[src/sv/assert_macros.svh]
// shared assertion macros, clocked on clk and disabled while rst_n is low
`ifndef ASSERT_MACROS_SVH
`define ASSERT_MACROS_SVH

// condition that holds on every clock edge
`define BSR_ASSERT(label, cond, msg) \
    label: assert property (@(posedge clk) disable iff (!rst_n) (cond)) else $error(msg);

// same-cycle implication
`define BSR_ASSERT_IMP(label, ante, cons, msg) \
    label: assert property (@(posedge clk) disable iff (!rst_n) (ante) |-> (cons)) else $error(msg);

// next-cycle implication
`define BSR_ASSERT_NXT(label, ante, cons, msg) \
    label: assert property (@(posedge clk) disable iff (!rst_n) (ante) |=> (cons)) else $error(msg);

`endif

[src/sv/bsr_pkg.sv]
package bsr_pkg;

    // frame geometry
    localparam int MAX_WIDTH  = 1024;
    localparam int MAX_HEIGHT = 1024;
    localparam int DIM_W      = 11;
    localparam int COL_W      = $clog2(MAX_WIDTH);
    localparam int ROW_W      = $clog2(MAX_HEIGHT);
    localparam int PIX_W      = 8;

    // result fields
    localparam int AREA_W  = 21;
    localparam int PERIM_W = 23;
    localparam int QUO_W   = 18;
    localparam int FRAC_W  = 16;

    // roundness datapath: N = A*K + P^2 * 2^15, D = P^2 * 2^16
    localparam int K_W         = 36;
    localparam int ROUND_SHIFT = FRAC_W - 1;
    localparam int SQ_W        = 2 * PERIM_W;
    localparam int NUM_W       = SQ_W + FRAC_W;
    localparam int DIV_STEPS   = QUO_W + 1;
    localparam int DIV_SHIFT   = FRAC_W + QUO_W;
    localparam int ACC_W       = SQ_W + DIV_SHIFT;
    localparam int CNT_W       = $clog2(PERIM_W);

    // configuration port
    localparam int CFG_IDX_W = 2;

    typedef logic [COL_W-1:0]     col_t;
    typedef logic [ROW_W-1:0]     row_t;
    typedef logic [DIM_W-1:0]     dim_t;
    typedef logic [PIX_W-1:0]     pix_t;
    typedef logic [AREA_W-1:0]    area_t;
    typedef logic [PERIM_W-1:0]   perim_t;
    typedef logic [PERIM_W:0]     perim_sum_t;
    typedef logic [SQ_W-1:0]      sq_t;
    typedef logic [NUM_W-1:0]     num_t;
    typedef logic [ACC_W-1:0]     acc_t;
    typedef logic [ACC_W:0]       sum_t;
    typedef logic [CNT_W-1:0]     cnt_t;
    typedef logic [DIV_STEPS-1:0] quo_t;
    typedef logic [QUO_W-1:0]     rnd_t;
    typedef logic [K_W-1:0]       k_t;
    typedef logic [CFG_IDX_W-1:0] cfg_idx_t;

    // 4*pi rounded to 32 fraction bits
    localparam k_t FOUR_PI_Q32 = 36'hC90FDAA22;

    localparam area_t  AREA_MAX  = '1;
    localparam perim_t PERIM_MAX = '1;

    // register indexes
    localparam cfg_idx_t REG_FRAME_WIDTH  = 2'd0;
    localparam cfg_idx_t REG_FRAME_HEIGHT = 2'd1;

    localparam dim_t RESET_WIDTH  = 11'd640;
    localparam dim_t RESET_HEIGHT = 11'd480;

    // handshake between frame counter and roundness unit
    typedef struct packed {
        logic busy;
        logic done;
    } bsr_status_t;

    typedef struct packed {
        area_t  area;
        perim_t perim;
        rnd_t   roundness;
        logic   zero;
    } bsr_result_t;

endpackage

[src/sv/bsr_ram.sv]
module bsr_ram #(
    parameter int WIDTH = 1,
    parameter int DEPTH = 1024
) (
    input  logic                     clk,
    input  logic                     we,
    input  logic [$clog2(DEPTH)-1:0] waddr,
    input  logic [WIDTH-1:0]         wdata,
    input  logic [$clog2(DEPTH)-1:0] raddr,
    output logic [WIDTH-1:0]         rdata
);

    logic [WIDTH-1:0] mem_reg [DEPTH];
    logic [WIDTH-1:0] rdata_reg;

    // single write port
    always_ff @(posedge clk)
    begin
        if (we)
        begin
            mem_reg[waddr] <= wdata;
        end
    end

    // registered read, old data on a same-address write
    always_ff @(posedge clk)
    begin
        rdata_reg <= mem_reg[raddr];
    end

    assign rdata = rdata_reg;

endmodule

[src/sv/bsr_ratio.sv]
`include "assert_macros.svh"

module bsr_ratio (
    input  logic                 clk,
    input  logic                 rst_n,
    input  logic                 start,
    input  bsr_pkg::area_t       area,
    input  bsr_pkg::perim_t      perim,
    input  logic                 take,
    output bsr_pkg::bsr_status_t status,
    output bsr_pkg::bsr_result_t result
);

    typedef enum logic [4:0] {
        ST_IDLE    = 5'b00001,
        ST_SQUARE  = 5'b00010,
        ST_PRODUCT = 5'b00100,
        ST_DIVIDE  = 5'b01000,
        ST_DONE    = 5'b10000
    } bsr_state_t;

    bsr_state_t      state_reg, state_next;
    bsr_pkg::cnt_t   cnt_reg, cnt_next;
    bsr_pkg::acc_t   mcand_reg, mcand_next;
    bsr_pkg::perim_t mplier_reg, mplier_next;
    bsr_pkg::sq_t    sq_reg, sq_next, sq_upd;
    bsr_pkg::num_t   num_reg, num_next;
    bsr_pkg::quo_t   quo_reg, quo_next;
    bsr_pkg::area_t  area_hold_reg, area_hold_next;
    bsr_pkg::perim_t perim_hold_reg, perim_hold_next;

    bsr_pkg::acc_t   op_a, op_b;
    bsr_pkg::sum_t   sum;
    logic            sub;
    logic            ge;

    // shared adder / subtractor: shift-add multiply and restoring divide
    assign sub  = (state_reg == ST_DIVIDE);
    assign op_a = (state_reg == ST_SQUARE) ? bsr_pkg::acc_t'(sq_reg)
                                           : bsr_pkg::acc_t'(num_reg);
    assign op_b = sub ? ~mcand_reg : mcand_reg;
    assign sum  = {1'b0, op_a} + {1'b0, op_b} + bsr_pkg::sum_t'(sub);
    assign ge   = sum[bsr_pkg::ACC_W];

    assign sq_upd = mplier_reg[0] ? bsr_pkg::sq_t'(sum) : sq_reg;

    // sequencer
    always_comb
    begin
        state_next      = state_reg;
        cnt_next        = cnt_reg;
        mcand_next      = mcand_reg;
        mplier_next     = mplier_reg;
        sq_next         = sq_reg;
        num_next        = num_reg;
        quo_next        = quo_reg;
        area_hold_next  = area_hold_reg;
        perim_hold_next = perim_hold_reg;
        case (state_reg)
            ST_IDLE:
            begin
                if (start)
                begin
                    area_hold_next  = area;
                    perim_hold_next = perim;
                    sq_next         = '0;
                    mcand_next      = bsr_pkg::acc_t'(perim);
                    mplier_next     = perim;
                    cnt_next        = bsr_pkg::cnt_t'(bsr_pkg::PERIM_W - 1);
                    state_next      = ST_SQUARE;
                end
            end
            ST_SQUARE:
            begin
                // P*P, one multiplier bit per cycle
                sq_next     = sq_upd;
                mcand_next  = mcand_reg << 1;
                mplier_next = mplier_reg >> 1;
                cnt_next    = cnt_reg - 1'b1;
                if (cnt_reg == '0)
                begin
                    // numerator starts with the rounding term D/2
                    num_next    = bsr_pkg::num_t'(sq_upd) << bsr_pkg::ROUND_SHIFT;
                    mcand_next  = bsr_pkg::acc_t'(bsr_pkg::FOUR_PI_Q32);
                    mplier_next = bsr_pkg::perim_t'(area_hold_reg);
                    cnt_next    = bsr_pkg::cnt_t'(bsr_pkg::AREA_W - 1);
                    state_next  = ST_PRODUCT;
                end
            end
            ST_PRODUCT:
            begin
                // accumulate A*K onto the numerator
                if (mplier_reg[0])
                begin
                    num_next = bsr_pkg::num_t'(sum);
                end
                mcand_next  = mcand_reg << 1;
                mplier_next = mplier_reg >> 1;
                cnt_next    = cnt_reg - 1'b1;
                if (cnt_reg == '0)
                begin
                    mcand_next = bsr_pkg::acc_t'(sq_reg) << bsr_pkg::DIV_SHIFT;
                    quo_next   = '0;
                    cnt_next   = bsr_pkg::cnt_t'(bsr_pkg::DIV_STEPS - 1);
                    state_next = ST_DIVIDE;
                end
            end
            ST_DIVIDE:
            begin
                // restoring division, top quotient bit flags saturation
                if (ge)
                begin
                    num_next = bsr_pkg::num_t'(sum);
                end
                quo_next   = {quo_reg[bsr_pkg::DIV_STEPS-2:0], ge};
                mcand_next = mcand_reg >> 1;
                cnt_next   = cnt_reg - 1'b1;
                if (cnt_reg == '0)
                begin
                    state_next = ST_DONE;
                end
            end
            ST_DONE:
            begin
                if (take)
                begin
                    state_next = ST_IDLE;
                end
            end
            default:
            begin
                state_next = ST_IDLE;
            end
        endcase
    end

    always_ff @(posedge clk or negedge rst_n)
    begin
        if (!rst_n)
        begin
            state_reg <= ST_IDLE;
        end
        else
        begin
            state_reg <= state_next;
        end
    end

    always_ff @(posedge clk)
    begin
        cnt_reg        <= cnt_next;
        mcand_reg      <= mcand_next;
        mplier_reg     <= mplier_next;
        sq_reg         <= sq_next;
        num_reg        <= num_next;
        quo_reg        <= quo_next;
        area_hold_reg  <= area_hold_next;
        perim_hold_reg <= perim_hold_next;
    end

    // result and status
    assign status.busy      = (state_reg != ST_IDLE);
    assign status.done      = (state_reg == ST_DONE);
    assign result.area      = area_hold_reg;
    assign result.perim     = perim_hold_reg;
    assign result.zero      = (perim_hold_reg == '0);
    assign result.roundness = result.zero ? '0 :
                              quo_reg[bsr_pkg::DIV_STEPS-1] ? '1 :
                              quo_reg[bsr_pkg::QUO_W-1:0];

    `BSR_ASSERT_IMP(a_start_idle, start, state_reg == ST_IDLE, "start while roundness unit busy")
    `BSR_ASSERT_NXT(a_div_done, (state_reg == ST_DIVIDE) && (cnt_reg == '0), state_reg == ST_DONE, "division did not finish")
    `BSR_ASSERT_NXT(a_done_hold, (state_reg == ST_DONE) && !take, (state_reg == ST_DONE) && $stable(result), "result lost before taken")

endmodule

[src/sv/binary_shape_roundness.sv]
// Binary shape roundness. Pixels of a frame_width x frame_height frame enter in row order,
// one per clock while in_stall is low; a nonzero pixel is foreground. Area and the count
// of differing 4-neighbour pairs accumulate as the frame streams, using a one-row flag
// memory. After the last pixel of a frame the block raises in_stall while it forms P*P,
// then A*4pi, then the division, and hands off the result; one shared 80-bit
// adder/subtractor computes roundness 4*pi*A/P^2 as unsigned Q2.16, rounded to nearest
// and saturated; in_stall stays high longer only if the previous result still waits in
// the output register. A frame with zero perimeter reports roundness 0 with
// zero_perimeter set. Writing frame_width or frame_height restarts the frame; a
// dimension of 0 acts as 1 and one above 1024 acts as 1024.
`include "assert_macros.svh"

module binary_shape_roundness (
    input  logic                     clk,
    input  logic                     rst_n,
    // pixel stream
    input  logic                     in_valid,
    output logic                     in_stall,
    input  bsr_pkg::pix_t            pixel_value,
    // result stream
    output logic                     out_valid,
    input  logic                     out_stall,
    output bsr_pkg::area_t           area_count,
    output bsr_pkg::perim_t          perimeter_count,
    output bsr_pkg::rnd_t            roundness_q16,
    output logic                     zero_perimeter,
    // configuration
    input  logic                     cfg_valid,
    output logic                     cfg_ready,
    input  bsr_pkg::cfg_idx_t        cfg_index,
    input  bsr_pkg::dim_t            cfg_data
);

    bsr_pkg::dim_t       width_cfg_reg, width_cfg_next;
    bsr_pkg::dim_t       height_cfg_reg, height_cfg_next;
    bsr_pkg::col_t       col_reg, col_next, last_col;
    bsr_pkg::row_t       row_reg, row_next, last_row;
    logic                left_reg, left_next;
    bsr_pkg::area_t      area_reg, area_next, area_upd;
    bsr_pkg::perim_t     perim_reg, perim_next, perim_upd;
    bsr_pkg::perim_sum_t perim_sum;
    logic                byp_hit_reg, byp_hit_next;
    logic                byp_data_reg;
    logic                out_valid_reg, out_valid_next;
    bsr_pkg::bsr_result_t out_data_reg;

    logic                in_acc, cfg_wr, cfg_hit;
    logic                fg, above, ram_rdata;
    logic                edge_left, edge_up;
    logic                end_col, end_row, frame_end;
    logic                take;
    bsr_pkg::bsr_status_t ratio_status;
    bsr_pkg::bsr_result_t ratio_result;

    assign cfg_ready = 1'b1;
    assign cfg_wr    = cfg_valid && cfg_ready;
    assign cfg_hit   = cfg_wr && ((cfg_index == bsr_pkg::REG_FRAME_WIDTH) ||
                                  (cfg_index == bsr_pkg::REG_FRAME_HEIGHT));
    assign in_stall  = ratio_status.busy;
    assign in_acc    = in_valid && !in_stall;

    // configuration registers
    always_comb
    begin
        width_cfg_next  = width_cfg_reg;
        height_cfg_next = height_cfg_reg;
        if (cfg_wr && (cfg_index == bsr_pkg::REG_FRAME_WIDTH))
        begin
            width_cfg_next = cfg_data;
        end
        if (cfg_wr && (cfg_index == bsr_pkg::REG_FRAME_HEIGHT))
        begin
            height_cfg_next = cfg_data;
        end
    end

    // clamped last column and row
    always_comb
    begin
        if (width_cfg_reg == '0)
        begin
            last_col = '0;
        end
        else if (32'(width_cfg_reg) > bsr_pkg::MAX_WIDTH)
        begin
            last_col = bsr_pkg::col_t'(bsr_pkg::MAX_WIDTH - 1);
        end
        else
        begin
            last_col = bsr_pkg::col_t'(width_cfg_reg - 1'b1);
        end
        if (height_cfg_reg == '0)
        begin
            last_row = '0;
        end
        else if (32'(height_cfg_reg) > bsr_pkg::MAX_HEIGHT)
        begin
            last_row = bsr_pkg::row_t'(bsr_pkg::MAX_HEIGHT - 1);
        end
        else
        begin
            last_row = bsr_pkg::row_t'(height_cfg_reg - 1'b1);
        end
    end

    // neighbour tests against left pixel and row above
    assign fg        = (pixel_value != '0);
    assign above     = byp_hit_reg ? byp_data_reg : ram_rdata;
    assign edge_left = (col_reg != '0) && (fg != left_reg);
    assign edge_up   = (row_reg != '0) && (fg != above);

    // saturating counters
    assign perim_sum = {1'b0, perim_reg} + bsr_pkg::perim_sum_t'(edge_left)
                                         + bsr_pkg::perim_sum_t'(edge_up);
    assign perim_upd = perim_sum[bsr_pkg::PERIM_W] ? bsr_pkg::PERIM_MAX
                                                   : perim_sum[bsr_pkg::PERIM_W-1:0];
    assign area_upd  = (fg && (area_reg != bsr_pkg::AREA_MAX)) ? area_reg + 1'b1 : area_reg;

    assign end_col   = (col_reg == last_col);
    assign end_row   = (row_reg == last_row);
    assign frame_end = in_acc && end_col && end_row;

    // raster position and running counts
    always_comb
    begin
        col_next   = col_reg;
        row_next   = row_reg;
        left_next  = left_reg;
        area_next  = area_reg;
        perim_next = perim_reg;
        if (cfg_hit)
        begin
            col_next   = '0;
            row_next   = '0;
            left_next  = 1'b0;
            area_next  = '0;
            perim_next = '0;
        end
        else if (in_acc)
        begin
            left_next  = fg;
            area_next  = area_upd;
            perim_next = perim_upd;
            if (end_col)
            begin
                col_next = '0;
                row_next = end_row ? '0 : row_reg + 1'b1;
            end
            else
            begin
                col_next = col_reg + 1'b1;
            end
            if (frame_end)
            begin
                left_next  = 1'b0;
                area_next  = '0;
                perim_next = '0;
            end
        end
    end

    // one-pixel-wide rows read the entry being written
    assign byp_hit_next = in_acc && (col_next == col_reg);

    bsr_ram #(
        .WIDTH (1),
        .DEPTH (bsr_pkg::MAX_WIDTH)
    ) u_row_flags (
        .clk   (clk),
        .we    (in_acc),
        .waddr (col_reg),
        .wdata (fg),
        .raddr (col_next),
        .rdata (ram_rdata)
    );

    bsr_ratio u_ratio (
        .clk    (clk),
        .rst_n  (rst_n),
        .start  (frame_end),
        .area   (area_upd),
        .perim  (perim_upd),
        .take   (take),
        .status (ratio_status),
        .result (ratio_result)
    );

    // output register
    assign take = ratio_status.done && (!out_valid_reg || !out_stall);

    always_comb
    begin
        out_valid_next = out_valid_reg;
        if (take)
        begin
            out_valid_next = 1'b1;
        end
        else if (!out_stall)
        begin
            out_valid_next = 1'b0;
        end
    end

    always_ff @(posedge clk or negedge rst_n)
    begin
        if (!rst_n)
        begin
            width_cfg_reg  <= bsr_pkg::RESET_WIDTH;
            height_cfg_reg <= bsr_pkg::RESET_HEIGHT;
            col_reg        <= '0;
            row_reg        <= '0;
            left_reg       <= 1'b0;
            area_reg       <= '0;
            perim_reg      <= '0;
            byp_hit_reg    <= 1'b0;
            out_valid_reg  <= 1'b0;
        end
        else
        begin
            width_cfg_reg  <= width_cfg_next;
            height_cfg_reg <= height_cfg_next;
            col_reg        <= col_next;
            row_reg        <= row_next;
            left_reg       <= left_next;
            area_reg       <= area_next;
            perim_reg      <= perim_next;
            byp_hit_reg    <= byp_hit_next;
            out_valid_reg  <= out_valid_next;
        end
    end

    always_ff @(posedge clk)
    begin
        byp_data_reg <= fg;
        if (take)
        begin
            out_data_reg <= ratio_result;
        end
    end

    assign out_valid       = out_valid_reg;
    assign area_count      = out_data_reg.area;
    assign perimeter_count = out_data_reg.perim;
    assign roundness_q16   = out_data_reg.roundness;
    assign zero_perimeter  = out_data_reg.zero;

    `BSR_ASSERT_NXT(a_frame_end_stall, frame_end, in_stall, "no stall after last pixel of frame")
    `BSR_ASSERT_IMP(a_zero_round, out_valid && zero_perimeter, roundness_q16 == '0, "nonzero roundness with zero perimeter")
    `BSR_ASSERT(a_col_range, col_reg <= last_col, "column beyond frame width")

endmodule
[config.mk]
export PLATFORM = sky130hd
export DESIGN_NAME = binary_shape_roundness
export DESIGN_NICKNAME = d
export VERILOG_FILES = /design/src/sv/bsr_pkg.sv /design/src/sv/bsr_ram.sv /design/src/sv/bsr_ratio.sv /design/src/sv/binary_shape_roundness.sv
export VERILOG_INCLUDE_DIRS = /design/src /design/src/sv
export SDC_FILE = /design/constraint.sdc
export NUM_CORES = 2
export LEC_CHECK = 0
export BUFFER_PORTS_ARGS = -buffer_cell sky130_fd_sc_hd__buf_4
export CORE_MARGIN = 2
export CORE_UTILIZATION = 55
export CTS_CLUSTER_DIAMETER = 30
export DETAILED_ROUTE_END_ITERATION = 10
export GPL_ROUTABILITY_DRIVEN = 1
export PLACE_DENSITY = 0.71
export SYNTH_ARGS = -nofsm -noshare
export SYNTH_HDL_FRONTEND = slang
export SYNTH_SLANG_ARGS = --single-unit
[constraint.sdc]
create_clock -name clk -period 15 [get_ports clk]
set_clock_uncertainty 0.2 [all_clocks]
set_input_delay 3.75 -clock clk [delete_from_list [all_inputs] [get_ports clk]]
set_output_delay 3.75 -clock clk [all_outputs]
set_load 0.02 [all_outputs]
==> run metrics <==
outcome completed; share of layout cells above drive strength 1 12.3%; port bufs 90; Hold Path End perimeter_count[3]$_DFFE_PP_; Worst Tran Pin Value 1.40 ns; CP Capture Type flip-flop; setup TNS 0 ns; first drt pass iteration count 10; critical-path maximum fanout 64; critical path arrival 9.91 ns; Comb power frac 10.3%; Critical Setup Path Class reg2reg; Crit path max-delay family compound AO/OA/AOI/OAI gates; startpoint class of the critical path flip-flop; LEAKAGE 30.5 nW; Max stage delay on crit path 0.84 ns; share of power burned in registers 37.4%; vias in the first global route 51.5k; most frequent cells in the layout nor2_1 (1374), edfxtp_1 (1366), nand2_1 (591); first-pass GRT wire length 316000 um; clock share of power 52.3%; synthesized flop and latch total 1462; via count 53.1k; Internal 0.00894 W; net count after synthesis 6474; Fillers 9431; Seq/Total Area, Yosys 61.8%; Synth Area in Adders 2.75%; critical-path cell list nor3_1, nand3b_1, clkinv_2, buf_4, ha_1, ha_1, nor2b_1, o211ai_1, a31oi_1, a211oi_1, nor3_1, nor2_1, o2111ai_1, nand2_1, o21ai_0, a21oi_1, o21ai_1, a2111oi_0, o21ai_0, nor4b_2, buf_4; crit path buf inv count 3; final worst slack 5.34 ns; Min-Delay Path Depth 0; largest net degree at the start of global routing 275; CTS Buf Count 290; Finished Core Util 64.0%; I/O pin cnt 92; RSZ-0062 raised after global routing false; Reg2Reg Capture Point u_ratio.num_reg[34]$_DFFE_PP_; storage element area 43400 sq um; area fraction in and, or, nand and nor cells after synthesis 16.3%; core area 127000 sq um; hold_buf cts 0; area added between synthesis and finish 15.9%; min-delay src u_ratio.perim_hold_reg[3]$_DFFE_PP_; die area 131000 sq um; Worst-path clk slew 0.05 ns; Hold Crit Class reg2reg; mux cell area share after synthesis 4.25%; Root Driver clkbuf_16; initial DRC count 8026; commonest non-fill, non-tap cell in the layout nor2_1; Post-route DRC 0; CTS sink cnt 1462; Post-synth EDFFs 1366; Main synth FF type edfxtp_1; insertion delay of the later-clocked pin in the worst-skew pair 0.89 ns; Largest register FFs 1024; Post-synth ARST share 6.43%; netlist area before placement 70300 sq um; main combinational cell family by area after synthesis simple AND/OR/NAND/NOR gates; Rows 131; Layout Cell Area excl Fill 81400 sq um; peak supply drop 0.000131 V; required time of the critical path 15.25 ns; Yosys cell types 103; dpl ws 5.18 ns; CTS resizes 0; Critical R2R Launch u_ratio.state_reg[1]$_DFFE_PN0P_; Crit-path slowest cell buf_4; Synth Area in Compound Gates 10.0%; RePlAce Congestion 0.911; Sw Pwr 0.00301 W; Hold Vio Cnt, Final 0; XOR/XNOR Fraction of Synth Area 1.36%; final std cells w/o fill 8156; Switching Share 25.2%; Die X-Extent 361 um; warnings from Yosys 0; final WL 213000 um; antenna viol nets, final 0; crit path time final 9.66 ns; period utilisation layout 64.4%; Multi-input gate area 24600 sq um; die span in y 361 um; Overflow after GRT 0; Register-to-Register Path Depth 21; Starting Density 55.3%; DR WL/cell 26.1 um; drt via density 6.51; highest clock rate 103 MHz; final net count 6461; H-tree depth 5; placed cell count 7652; GRT Total Usage 32.0%; Max Cap Viol 0; CTS Buffer Depth 4; CTS tree done; Slew HR 6.33%; dpl hpwl 118000 um; gate count of the mapped netlist 6295; placed cell areas 72000 sq um; antenna violations before repair 4; Worst R2R Setup Slack 5.34 ns; PwrDens 147 nW/um^2; Avg Cell Area, Syn 11.2 sq um; Final Max Tran Viols 0; # setup viols final 0; Post-CTS Setup Bufs 0
[worst max-delay path by stage]
stage / from / end / slack, ns / cells after the start
3_3_place_gp: in_valid / u_row_flags.rdata$_DFF_P_ / 5.28 / 17
6_report: u_ratio.state_reg[1]$_DFFE_PN0P_ / u_ratio.num_reg[34]$_DFFE_PP_ / 5.34 / 21
3_5_place_dp: in_valid / u_row_flags.rdata$_DFF_P_ / 5.18 / 17
2_1_floorplan: u_ratio.state_reg[1]$_DFFE_PN0P_ / u_ratio.num_reg[0]$_SDFFCE_PP0P_ / 1.19 / 20
4_1_cts: u_ratio.state_reg[1]$_DFFE_PN0P_ / u_ratio.num_reg[33]$_DFFE_PP_ / 5.51 / 21
5_1_grt: u_ratio.state_reg[1]$_DFFE_PN0P_ / u_ratio.num_reg[34]$_DFFE_PP_ / 4.61 / 21
[through the flow]
stage          hold slack (ns)  power, W
4_1_cts                  0.241    0.0119
2_1_floorplan            0.227   0.00537
5_1_grt                  0.243    0.0122
6_report                 0.242    0.0120
3_5_place_dp             0.236   0.00573
3_3_place_gp             0.231   0.00572
[Yosys cell counts, types with 31 or more instances]
cell,instances,area [sq um]
ha_1,151,1890
a22o_1,44,385
and3_1,43,269
buf_2,82,410
nor3_1,115,576
a21oi_1,167,836
nand4_1,50,313
and2_1,66,413
xor2_1,52,455
o22ai_1,139,870
clkbuf_1,344,1290
o21ai_0,193,966
o211ai_1,32,240
o221ai_1,58,508
a31oi_1,36,225
xnor2_1,57,499
nand3_1,245,1230
dfrtp_1,87,2180
or3_1,41,257
buf_1,40,150
mux2i_1,222,2220
edfxtp_1,1366,41000
mux2_2,68,766
a221oi_1,54,473
inv_1,71,267
buf_4,31,233
a21o_1,46,345
nor2_1,1379,5180
nand2_1,603,2260
[power groups by stage]
stage,logic [W],registers (W),clock network (W)
2_1_floorplan,0.000849,0.00453,0
3_3_place_gp,0.00117,0.00454,0
3_5_place_dp,0.00119,0.00455,0
4_1_cts,0.00120,0.00447,0.00627
5_1_grt,0.00130,0.00447,0.00647
6_report,0.00124,0.00447,0.00625
[kinds of logic (layout without fill, tap and decap cells)]
group | Yosys count | count (layout)
AO/OA/AOI/OAI | 1022 | 1022
XOR/XNOR | 109 | 109
adder cells (fa/ha/maj) | 153 | 153
buffers and inverters | 581 | 778
flip-flops | 1462 | 1462
multiplexers | 290 | 290
other | 1 | 3
AND/OR/NAND/NOR | 2677 | 2677
[per-layer routing]
| layer | vias to the layer above | part of all wire, % | GRT usage (%) |
|---|---|---|---|
| met5 | - | 0.0061 | 0 |
| met4 | 2 | 4.3 | 14.1 |
| met3 | 645 | 13 | 9.56 |
| met2 | 3411 | 44 | 48.0 |
| met1 | 26000 | 38 | 43.3 |
| li1 | 23000 | - | - |
[cell type report]
class	count	area share (%)
sequential	1462	53.3
multi-input combinational	4252	30.2
timing repair buffer	200	1.91
inverter	76	0.373
antenna	2	0.00615
clock buffer	338	9.40
tap	1662	2.55
clock inverter	164	2.19
Note: power is estimated with default switching activity, not from simulation.
